File: config.mk
export PLATFORM = sky130hd
export DESIGN_NAME = int_to_decimal_ascii
export DESIGN_NICKNAME = d
export VERILOG_FILES = /design/src/design/itda_pkg.sv /design/src/design/itda_front.sv /design/src/design/itda_queue.sv /design/src/design/itda_back.sv /design/src/design/int_to_decimal_ascii.sv
export VERILOG_INCLUDE_DIRS = /design/src /design/src/design
export SDC_FILE = /design/constraint.sdc
export NUM_CORES = 1
export LEC_CHECK = 0
export BUFFER_PORTS_ARGS = -buffer_cell sky130_fd_sc_hd__buf_2
export CAP_MARGIN = 10
export CELL_PAD_IN_SITES_DETAIL_PLACEMENT = 1
export CELL_PAD_IN_SITES_GLOBAL_PLACEMENT = 2
export CORE_ASPECT_RATIO = 1.25
export CORE_MARGIN = 1.5
export CORE_UTILIZATION = 37
export CTS_BUF_LIST = sky130_fd_sc_hd__clkbuf_2
export DETAILED_ROUTE_END_ITERATION = 8
export GPL_ROUTABILITY_DRIVEN = 1
export HOLD_SLACK_MARGIN = 0.06
export PLACE_DENSITY_LB_ADDON = 0.05
export REMOVE_ABC_BUFFERS = 1
export SYNTH_ARGS = -nofsm -noshare
export SYNTH_HDL_FRONTEND = slang
export SYNTH_HIERARCHICAL = 1
export SYNTH_MEMORY_MAX_BITS = 65536
export SYNTH_SLANG_ARGS = --single-unit
export TNS_END_PERCENT = 100
File: constraint.sdc
create_clock -name clk -period 6.1 [get_ports clk]
set_input_delay 0.305 -clock clk [delete_from_list [all_inputs] [get_ports clk]]
set_output_delay 0.305 -clock clk [all_outputs]
set_load 0.03 [all_outputs]
File: src/design/assert_macros.svh
// Assertion macros shared by the RTL of the integer to decimal text block.
// Depends on nothing; included by files that carry concurrent assertions.
`ifndef ASSERT_MACROS_SVH
`define ASSERT_MACROS_SVH
`ifndef SYNTH
`define ASSERT_IMPLIES(lbl, clk, rst_n, a, b) \
	lbl: assert property (@(posedge clk) disable iff (!rst_n) (a) |-> (b)) \
		else $error("assertion failed: same-cycle implication");
`define ASSERT_NEXT(lbl, clk, rst_n, a, b) \
	lbl: assert property (@(posedge clk) disable iff (!rst_n) (a) |=> (b)) \
		else $error("assertion failed: next-cycle implication");
`else
`define ASSERT_IMPLIES(lbl, clk, rst_n, a, b)
`define ASSERT_NEXT(lbl, clk, rst_n, a, b)
`endif
`endif

File: src/design/itda_pkg.sv
// Shared types, constants and the power-of-ten table for the decimal text block.
// Depends on nothing; used by every module of the block.
`timescale 1ns / 1ps
package itda_pkg;
	localparam int VALUE_W     = 32;
	localparam int NDIG_W      = 4;
	localparam int POW_W       = 34;
	localparam int DIFF_W      = POW_W + 1;
	localparam int DIGIT_MAX   = 9;
	localparam int MAX_DIGITS  = 10;
	localparam int QUEUE_DEPTH = 2;
	localparam int QPTR_W      = $clog2(QUEUE_DEPTH);
	localparam int QCNT_W      = $clog2(QUEUE_DEPTH + 1);

	localparam logic [7:0] CHAR_ZERO  = 8'h30;
	localparam logic [7:0] CHAR_NINE  = 8'h39;
	localparam logic [7:0] CHAR_MINUS = 8'h2D;

	typedef struct packed {
		logic               neg;
		logic [VALUE_W-1:0] mag;
		logic [NDIG_W-1:0]  ndig;
	} item_t;

	typedef enum logic [2:0] {
		ST_IDLE  = 3'b001,
		ST_SIGN  = 3'b010,
		ST_DIGIT = 3'b100
	} back_state_t;

	function automatic logic [POW_W-1:0] pow10(input logic [NDIG_W-1:0] k);
		logic [POW_W-1:0] r;
		case (k)
			4'd0: r = POW_W'(1);
			4'd1: r = POW_W'(10);
			4'd2: r = POW_W'(100);
			4'd3: r = POW_W'(1000);
			4'd4: r = POW_W'(10000);
			4'd5: r = POW_W'(100000);
			4'd6: r = POW_W'(1000000);
			4'd7: r = POW_W'(10000000);
			4'd8: r = POW_W'(100000000);
			4'd9: r = POW_W'(1000000000);
			default: r = '0;
		endcase
		return r;
	endfunction
endpackage

File: src/design/itda_front.sv
// Front end: takes the signed value, forms sign, magnitude and digit count.
// Depends on itda_pkg.
`timescale 1ns / 1ps
module itda_front (
	input  logic signed [itda_pkg::VALUE_W-1:0] value,
	output itda_pkg::item_t                     item
);
	logic [itda_pkg::VALUE_W-1:0] raw;
	logic [itda_pkg::VALUE_W-1:0] mag;
	logic [itda_pkg::NDIG_W-1:0]  ndig;

	assign raw = itda_pkg::VALUE_W'(value);
	assign mag = raw[itda_pkg::VALUE_W-1] ? (itda_pkg::VALUE_W'(0) - raw) : raw;

	always_comb begin
		ndig = itda_pkg::NDIG_W'(1);
		for (int i = 1; i < itda_pkg::MAX_DIGITS; i++) begin
			if ({{(itda_pkg::POW_W-itda_pkg::VALUE_W){1'b0}}, mag} >=
			    itda_pkg::pow10(itda_pkg::NDIG_W'(i))) begin
				ndig = itda_pkg::NDIG_W'(i + 1);
			end
		end
	end

	assign item.neg  = raw[itda_pkg::VALUE_W-1];
	assign item.mag  = mag;
	assign item.ndig = ndig;
endmodule

File: src/design/itda_queue.sv
// Short queue of classified items between the front end and the digit engine.
// Depends on itda_pkg.
`timescale 1ns / 1ps
module itda_queue (
	input  logic            clk,
	input  logic            arst_n,
	input  logic            wr_en,
	input  itda_pkg::item_t wr_item,
	output logic            full,
	input  logic            rd_en,
	output itda_pkg::item_t rd_item,
	output logic            not_empty
);
	itda_pkg::item_t                mem_q [itda_pkg::QUEUE_DEPTH];
	logic [itda_pkg::QPTR_W-1:0]    wr_ptr_q;
	logic [itda_pkg::QPTR_W-1:0]    rd_ptr_q;
	logic [itda_pkg::QCNT_W-1:0]    count_q;
	logic                           do_wr;
	logic                           do_rd;

	assign full      = (count_q == itda_pkg::QCNT_W'(itda_pkg::QUEUE_DEPTH));
	assign not_empty = (count_q != '0);
	assign do_wr     = wr_en && !full;
	assign do_rd     = rd_en && not_empty;
	assign rd_item   = mem_q[rd_ptr_q];

	always_ff @(posedge clk) begin
		if (do_wr) begin
			mem_q[wr_ptr_q] <= wr_item;
		end
	end

	always_ff @(posedge clk or negedge arst_n) begin
		if (!arst_n) begin
			wr_ptr_q <= '0;
			rd_ptr_q <= '0;
			count_q  <= '0;
		end else begin
			if (do_wr) begin
				wr_ptr_q <= (wr_ptr_q == itda_pkg::QPTR_W'(itda_pkg::QUEUE_DEPTH - 1)) ?
				            '0 : wr_ptr_q + itda_pkg::QPTR_W'(1);
			end
			if (do_rd) begin
				rd_ptr_q <= (rd_ptr_q == itda_pkg::QPTR_W'(itda_pkg::QUEUE_DEPTH - 1)) ?
				            '0 : rd_ptr_q + itda_pkg::QPTR_W'(1);
			end
			case ({do_wr, do_rd})
				2'b10:   count_q <= count_q + itda_pkg::QCNT_W'(1);
				2'b01:   count_q <= count_q - itda_pkg::QCNT_W'(1);
				default: count_q <= count_q;
			endcase
		end
	end
endmodule

File: src/design/itda_back.sv
// Digit engine: emits sign and digits most significant first, one per cycle
// unless the receiver stalls, through an output register. Depends on itda_pkg.
`timescale 1ns / 1ps
module itda_back (
	input  logic            clk,
	input  logic            arst_n,
	input  itda_pkg::item_t item,
	input  logic            item_valid,
	output logic            item_take,
	output logic            empty,
	input  logic            pop,
	output logic [7:0]      char_code,
	output logic            is_last,
	output logic [3:0]      text_length
);
	itda_pkg::back_state_t          state_q;
	logic [itda_pkg::VALUE_W-1:0]   rem_q;
	logic [itda_pkg::NDIG_W-1:0]    pos_q;
	logic [3:0]                     len_q;
	logic                           out_valid_q;
	logic [7:0]                     char_q;
	logic                           last_q;
	logic [3:0]                     out_len_q;
	logic                           adv;
	logic [itda_pkg::DIFF_W-1:0]    diff [itda_pkg::DIGIT_MAX:1];
	logic [3:0]                     digit;
	logic [itda_pkg::VALUE_W-1:0]   rem_next;

	assign adv       = !out_valid_q || pop;
	assign item_take = (state_q == itda_pkg::ST_IDLE) && item_valid;

	always_comb begin
		digit    = '0;
		rem_next = rem_q;
		for (int j = 1; j <= itda_pkg::DIGIT_MAX; j++) begin
			diff[j] = {{(itda_pkg::DIFF_W-itda_pkg::VALUE_W){1'b0}}, rem_q} -
			          {1'b0, itda_pkg::pow10(pos_q) * itda_pkg::POW_W'(j)};
			if (!diff[j][itda_pkg::DIFF_W-1]) begin
				digit    = 4'(j);
				rem_next = diff[j][itda_pkg::VALUE_W-1:0];
			end
		end
	end

	always_ff @(posedge clk) begin
		if (item_take) begin
			rem_q <= item.mag;
			pos_q <= item.ndig - itda_pkg::NDIG_W'(1);
			len_q <= 4'(item.ndig) + {3'b000, item.neg};
		end else if (state_q == itda_pkg::ST_DIGIT && adv) begin
			rem_q <= rem_next;
			pos_q <= pos_q - itda_pkg::NDIG_W'(1);
		end
		if (adv && state_q == itda_pkg::ST_SIGN) begin
			char_q    <= itda_pkg::CHAR_MINUS;
			last_q    <= 1'b0;
			out_len_q <= len_q;
		end else if (adv && state_q == itda_pkg::ST_DIGIT) begin
			char_q    <= itda_pkg::CHAR_ZERO + {4'b0000, digit};
			last_q    <= (pos_q == '0);
			out_len_q <= len_q;
		end
	end

	always_ff @(posedge clk or negedge arst_n) begin
		if (!arst_n) begin
			state_q     <= itda_pkg::ST_IDLE;
			out_valid_q <= 1'b0;
		end else begin
			case (state_q)
				itda_pkg::ST_IDLE: begin
					if (pop) begin
						out_valid_q <= 1'b0;
					end
					if (item_take) begin
						state_q <= item.neg ? itda_pkg::ST_SIGN : itda_pkg::ST_DIGIT;
					end
				end
				itda_pkg::ST_SIGN: begin
					if (adv) begin
						out_valid_q <= 1'b1;
						state_q     <= itda_pkg::ST_DIGIT;
					end
				end
				itda_pkg::ST_DIGIT: begin
					if (adv) begin
						out_valid_q <= 1'b1;
						if (pos_q == '0) begin
							state_q <= itda_pkg::ST_IDLE;
						end
					end
				end
				default: begin
					state_q     <= itda_pkg::ST_IDLE;
					out_valid_q <= 1'b0;
				end
			endcase
		end
	end

	assign empty       = !out_valid_q;
	assign char_code   = char_q;
	assign is_last     = last_q;
	assign text_length = out_len_q;
endmodule

File: src/design/int_to_decimal_ascii.sv
// Top level of the signed integer to decimal ASCII text converter.
// Depends on itda_pkg, itda_front, itda_queue, itda_back and assert_macros.svh.
//
// Usage:
//   Input side is a queue write port: drive value and raise push; a transfer
//   happens on a rising edge with push high and full low.
//   Result side is a queue read port: while empty is low, char_code, is_last
//   and text_length show the oldest character; a transfer happens on a rising
//   edge with pop high and empty low.
//   Each value yields a run of 1 to 11 characters: an optional '-', then the
//   digits most significant first. is_last marks the final character and
//   text_length carries the run length on every character.
//   The front end classifies a value in the cycle of its transfer and parks it
//   in a two-entry queue. The digit engine loads an item in its idle state,
//   then forms one character per step while the receiver keeps up; a value
//   passes the queue, the engine load and the output register before its first
//   character shows. Each digit comes from one compare-and-subtract step
//   against the power-of-ten table.
//   When the receiver stalls, the output register holds its character, the
//   engine waits, and full rises once the queue holds two items.
//   Reset empties the queue, idles the engine and clears the output valid flag.
`timescale 1ns / 1ps
`include "assert_macros.svh"
module int_to_decimal_ascii (
	input  logic                                clk,
	input  logic                                arst_n,
	input  logic                                push,
	output logic                                full,
	input  logic signed [itda_pkg::VALUE_W-1:0] value,
	output logic                                empty,
	input  logic                                pop,
	output logic [7:0]                          char_code,
	output logic                                is_last,
	output logic [3:0]                          text_length
);
	itda_pkg::item_t front_item;
	itda_pkg::item_t head_item;
	logic            head_valid;
	logic            head_take;
	logic            is_minus;
	logic            char_ok;
	logic            len_ok;

	itda_front u_front (
		.value (value),
		.item  (front_item)
	);

	itda_queue u_queue (
		.clk       (clk),
		.arst_n    (arst_n),
		.wr_en     (push),
		.wr_item   (front_item),
		.full      (full),
		.rd_en     (head_take),
		.rd_item   (head_item),
		.not_empty (head_valid)
	);

	itda_back u_back (
		.clk         (clk),
		.arst_n      (arst_n),
		.item        (head_item),
		.item_valid  (head_valid),
		.item_take   (head_take),
		.empty       (empty),
		.pop         (pop),
		.char_code   (char_code),
		.is_last     (is_last),
		.text_length (text_length)
	);

	assign is_minus = (char_code == itda_pkg::CHAR_MINUS);
	assign char_ok  = is_minus ||
	                  ((char_code >= itda_pkg::CHAR_ZERO) && (char_code <= itda_pkg::CHAR_NINE));
	assign len_ok   = (text_length >= 4'd1) && (text_length <= 4'd11);

	`ASSERT_IMPLIES(a_char_legal, clk, arst_n, !empty, char_ok)
	`ASSERT_IMPLIES(a_len_range, clk, arst_n, !empty, len_ok)
	`ASSERT_IMPLIES(a_minus_not_last, clk, arst_n, !empty && is_minus, !is_last)
	`ASSERT_NEXT(a_run_continues, clk, arst_n, !empty && pop && !is_last, !empty)
endmodule
==> impl_metrics.ini, run 1 <==
[clock_network]
cts.sink_count = 155
clock_path_buffers = 2
cts_tree = yes
clk_pin_slew_ps = 320
cts-htree-levels = 4
clock_latency_ps = 970
cts_made_buffers = 17
cts-root-buf = clkbuf_2

[yosys]
synth_cell_types = 127
postSynth.topFlopCell = edfxtp_1
ys_async_sr_fraction_pct = 5.16
avgSynthCellArea_um2 = 8.05
syn_inst = 3556
syn_area_um2 = 28600
ys_seq_area_share_pct = 15.1
ys_seq_elements = 155
yosysWarnings = 6
synth_edf_count = 118

[placement]
hpwl_um = 110000
placed_area_um2 = 33100
port_buffers = 47
dp_slack_ps = -970
gp_congestion = 0.961

[global_route]
overflow = 0
grt_use_total_pct = 32.8
grt_max_degree = 50
antenna_found_initial = 1
grt_pass1_vias = 32000
grt_pass1_wl_um = 196000

[die]
ios = 51
core_area_um2 = 76300
die_w_um = 252
start_util_pct = 37.5
die_h_um = 314
rows = 113
fp.dieArea_um2 = 79100

[worst_hold_path]
hold_class = in -> reg

[critical_path]
path_max_fanout = 4
critPathKind = reg -> reg
path_buf_inv = 5
required_ps = 6860
cp_top_family = compound AO/OA/AOI/OAI gates
cpPeakStageDelay_ps = 570
cp-end-kind = register
crit_top_cell = buf_4
crit_path_start_kind = register
cp.arrival_ps = 6980
slowest_stage = fa_1
r2r_slack_ps = -120

[route]
ant_nets = 0
vias_per_cell = 6.07
drt_pass1_iterations = 5
drtIter0Drc = 1900
drc = 0
wl_per_cell_um = 26.4
finalWirelength_um = 134000
vias = 30900

[timing]
post-route-period-util_pct = 102
drv_slew = 0
max_freq_mhz = 161
finalCriticalPeriod_ps = 6220
relSlewSlack_pct = 22.1
skew_ps = 76.4
fin_setup_tns_ps = -2800
hold_viol = 0
setup_slack_ps = -122
setup_violations = 40
tightest_slew_ps = 1170
rsz0062_at_grt = true
holdWs_ps = 251

[final_layout]
drive_gt1_share_pct = 24.4
fillers = 9172
layout_commonest_cell = buf_4
fin_area_um2 = 36200
area_growth_syn_to_layout_pct = 26.6
layout.nets = 4578
final_cell_mix = buf_4, ha_1, a21oi_1

[flow_run]
cap_viol_max_count = 0

[outcome]
outcome = finished, violations left
failed_checks = setup timing
==> cell type report <==
class	instances	area [um2]	share of cell area [%]
multi-input combinational	3138	24600	68.0
timing repair buffer	633	5170	14.3
sequential	155	4350	12.0
tap	977	1220	3.37
inverter	157	592	1.63
clock inverter	15	169	0.466
clock buffer	17	85.1	0.235
antenna	1	2.50	0.00691
==> synthesized netlist by cell type (24+ instances only) <==
cell type / instances / area, um2
o211ai_1: 35 / 263
or2_2: 24 / 150
edfxtp_1: 118 / 3540
dfxtp_1: 29 / 581
a21oi_1: 361 / 1810
ha_1: 407 / 5090
or3_1: 24 / 150
nor2b_1: 52 / 325
nand3_1: 103 / 515
and3_1: 40 / 250
o21a_1: 50 / 375
inv_1: 154 / 578
nand2_1: 251 / 942
a31oi_1: 56 / 350
nor3_1: 77 / 385
xnor2_1: 204 / 1790
o21bai_1: 46 / 345
a211oi_1: 55 / 413
nand4_1: 32 / 200
fa_1: 33 / 661
xor2_1: 127 / 1110
a21o_1: 134 / 1010
nand2b_1: 78 / 488
clkbuf_1: 55 / 206
nor2_1: 233 / 875
o21ai_0: 238 / 1190
o31ai_1: 29 / 218
==> worst register-to-register path: cells and delay by family, from the launching register on <==
kind	cells	cell delay [ps]
compound gates	16	3110
xor+xnor	2	290
fa+ha+maj	3	1090
buf+inv	5	780
flops	1	430
simple gates	3	340
==> path summary, 6_finish.rpt <==
kind | startpoint | cells past startpoint | to
min in group asynchronous | arst_n | 3 | u_back/out_valid_q$_DFFE_PN0P_
max in group asynchronous | arst_n | 3 | u_back/state_q[0]$_DFFE_PN1P_
worst min-delay path | value[0] | 2 | u_queue/mem_q[0][4]$_DFFE_PP_
worst max-delay path | register | 29 | u_back/rem_q[29]$_DFFE_PP_
worst min register to register | u_back/len_q[0]$_DFFE_PP_ | 0 | u_back/text_length[0]$_DFFE_PP_
worst max register to register | register | 29 | u_back/rem_q[29]$_DFFE_PP_
==> per-layer routing <==
metal,up-vias,GRT usage (%),part of all wire [%]
li1,14500,-,-
met1,15300,40.0,42
met2,798,55.6,47
met3,265,3.21,3.6
met4,0,19.9,6.9
met5,-,0,0
==> through the flow <==
step	utilization, %	instances
finish	47.5	5093
floorplan	-	3450
global route	47.5	5093
global placement	43.4	4939
CTS	45.3	5038
detailed placement	43.4	4939
==> cells by family after synthesis <==
logic type | synth area share, %
muxes | 2.58
DFF | 15.1
adders and majority gates | 20.1
other | 0.0262
AOI/OAI and AO/OA | 30.0
and+or+nand+nor | 17.9
buffers and inverters | 4.11
xor gates and xnor gates | 10.1
==> what timing repair did <==
| item | CTS | global route |
|---|---|---|
| buffers inserted | 22 | 56 |
| resized for setup | 158 | 271 |
| hold buffers | 45 | 0 |
| cloned | 1 | 4 |
| hold endpoints to repair | 123 | 0 |
| pin swaps | 78 | 153 |
| endpoints found under the setup margin | 67 | 67 |
Power of run 1 is left out: the tool's default activity adds up to more than one toggle a clock period on the data nets, which glitch-free logic cannot reach.
==> run 2: changes to the inputs <==
PLACE_DENSITY = 0.9   (was default)
PLACE_DENSITY_LB_ADDON = default   (was 0.05)
==> run 2 against run 1 <==
The run still ends with setup timing left. Worst hold slack better by 74 ps. Die area did not move. Cell count is 0.41% lower. Non-clock buffer count decreased by 22. Utilization down 0.43 points. Flip-flop and latch count unchanged. Via count grew 3.0%. Sequential share of layout area grew 0.10 points. Clock skew barely moved. Wire length is 0.26% higher.
==> impl_metrics.ini, run 2 (same netlist as run 1, synthesis figures left out) <==
[die]
start_util_pct = 37.5
rows = 113
ios = 51
die_w_um = 252
die_h_um = 314
core_area_um2 = 76300
fp.dieArea_um2 = 79100

[clock_network]
cts_made_buffers = 17
cts-htree-levels = 4
cts-root-buf = clkbuf_2
clock_path_buffers = 2
cts.sink_count = 155
clk_pin_slew_ps = 290
clock_latency_ps = 920
cts_tree = yes

[timing]
drv_slew = 0
finalCriticalPeriod_ps = 6430
tightest_slew_ps = 1270
relSlewSlack_pct = 14.8
skew_ps = 76.3
hold_viol = 0
max_freq_mhz = 155
setup_violations = 65
rsz0062_at_grt = true
post-route-period-util_pct = 105
setup_slack_ps = -333

[critical_path]
crit_path_start_kind = register
cp.arrival_ps = 7090
rr_endpoint = u_back/rem_q[21]$_DFFE_PP_
critPathKind = reg -> reg
reg2reg_depth = 29
path_max_fanout = 11
crit_top_cell = a21o_1
required_ps = 6760
cpPeakStageDelay_ps = 530
cp-end-kind = register
r2r_slack_ps = -330
slowest_stage = fa_1

[global_route]
grt_max_degree = 51
overflow = 0
grt_use_total_pct = 31.7
grt_pass1_vias = 32300
antenna_found_initial = 3
grt_pass1_wl_um = 192000

[worst_hold_path]
hp-start = push
min_to = u_queue/wr_ptr_q$_DFFE_PN0N_
hold_class = in -> reg
hold_depth = 4

[placement]
hpwl_um = 106000
port_buffers = 47
dp.cells = 4917
gp_congestion = 1.01

[final_layout]
area_growth_syn_to_layout_pct = 25.4
layout_commonest_cell = buf_4
final_cell_mix = buf_4, ha_1, a21oi_1
drive_gt1_share_pct = 23.5
final_util_pct = 47.0
layout.nets = 4556
fin_cells = 5072

[route]
ant_nets = 0
drtIter0Drc = 2399
finalWirelength_um = 135000
drc = 0
drt_pass1_iterations = 7
wl_per_cell_um = 26.6
vias = 31800
vias_per_cell = 6.27

[outcome]
failed_checks = setup timing
outcome = finished, violations left

[flow_run]
cap_viol_max_count = 0
run 2: cell types whose count changed in the layout (fill, tap and decap cells not counted), moves of 4 or more:
cell	delta
a21oi_2	-11
o21ai_2	+13
buf_6	-16
ha_1	+9
ha_4	-9
buf_12	+4
o21ai_1	-11
buf_4	-8
a21oi_1	+13
run 2: what timing repair did:
action | in CTS | in global routing
pin swaps | 72 | 112
buffers inserted | 41 | 44
hold endpoints to repair | 124 | 0
cloned | 0 | 2
gates resized for setup | 134 | 269
setup endpoints to repair | 67 | 67
hold buffers | 46 | 0
run 2: how the worst max path moves through the flow:
| stage | slack [ps] | end | startpoint | cells after the start |
|---|---|---|---|---|
| floorplan | -1280 | u_back/rem_q[10]$_DFFE_PP_ | register | 23 |
| global placement | -400 | u_back/char_code[1]$_SDFFE_PP0P_ | register | 32 |
| detailed placement | -570 | u_back/rem_q[31]$_DFFE_PP_ | register | 32 |
| CTS | -70 | u_back/rem_q[9]$_DFFE_PP_ | register | 31 |
| global route | -490 | u_back/rem_q[18]$_DFFE_PP_ | register | 30 |
| finish | -330 | u_back/rem_q[21]$_DFFE_PP_ | register | 29 |
run 2: per-stage QoR:
step                      hold slack, ps  worst slack [ps]  area, um2  TNS, ps
final                                325              -333      35900   -14250
after floorplan                     9.41             -1280      28000   -59750
after CTS                            204             -72.4      34400     -357
after global placement               162              -400      33000   -15640
after global routing                 248              -494      35900   -24390
after detailed placement             161              -574      33000   -27510
run 2: routing by layer:
metal,track usage (%),share of wire [%],up-vias
li1,-,-,14500
met1,33.3,36,15500
met2,55.8,48,1251
met3,3.08,4.9,566
met4,29.3,11,2
met5,0,0.0097,-
run 2: critical path, delay by kind of cell (launching register included):
kind / cells / cell delay [ps]
XOR/XNOR: 1 / 220
AND/OR/NAND/NOR: 8 / 1390
flip-flops: 1 / 430
AO/OA/AOI/OAI: 14 / 2440
adder cells (fa/ha/maj): 3 / 1160
buffers and inverters: 3 / 550
run 2: cell type report:
cell class | instances | area (um2)
diodes | 2 | 5.00
repair buffers | 611 | 4940
multi-input cells | 3138 | 24500
inverters | 157 | 589
clock inverters | 15 | 176
flip-flops and latches | 155 | 4350
fillers | 9161 | 40400
clock buffers | 17 | 85.1
well taps | 977 | 1220
Power of run 2 is left out for the same reason.
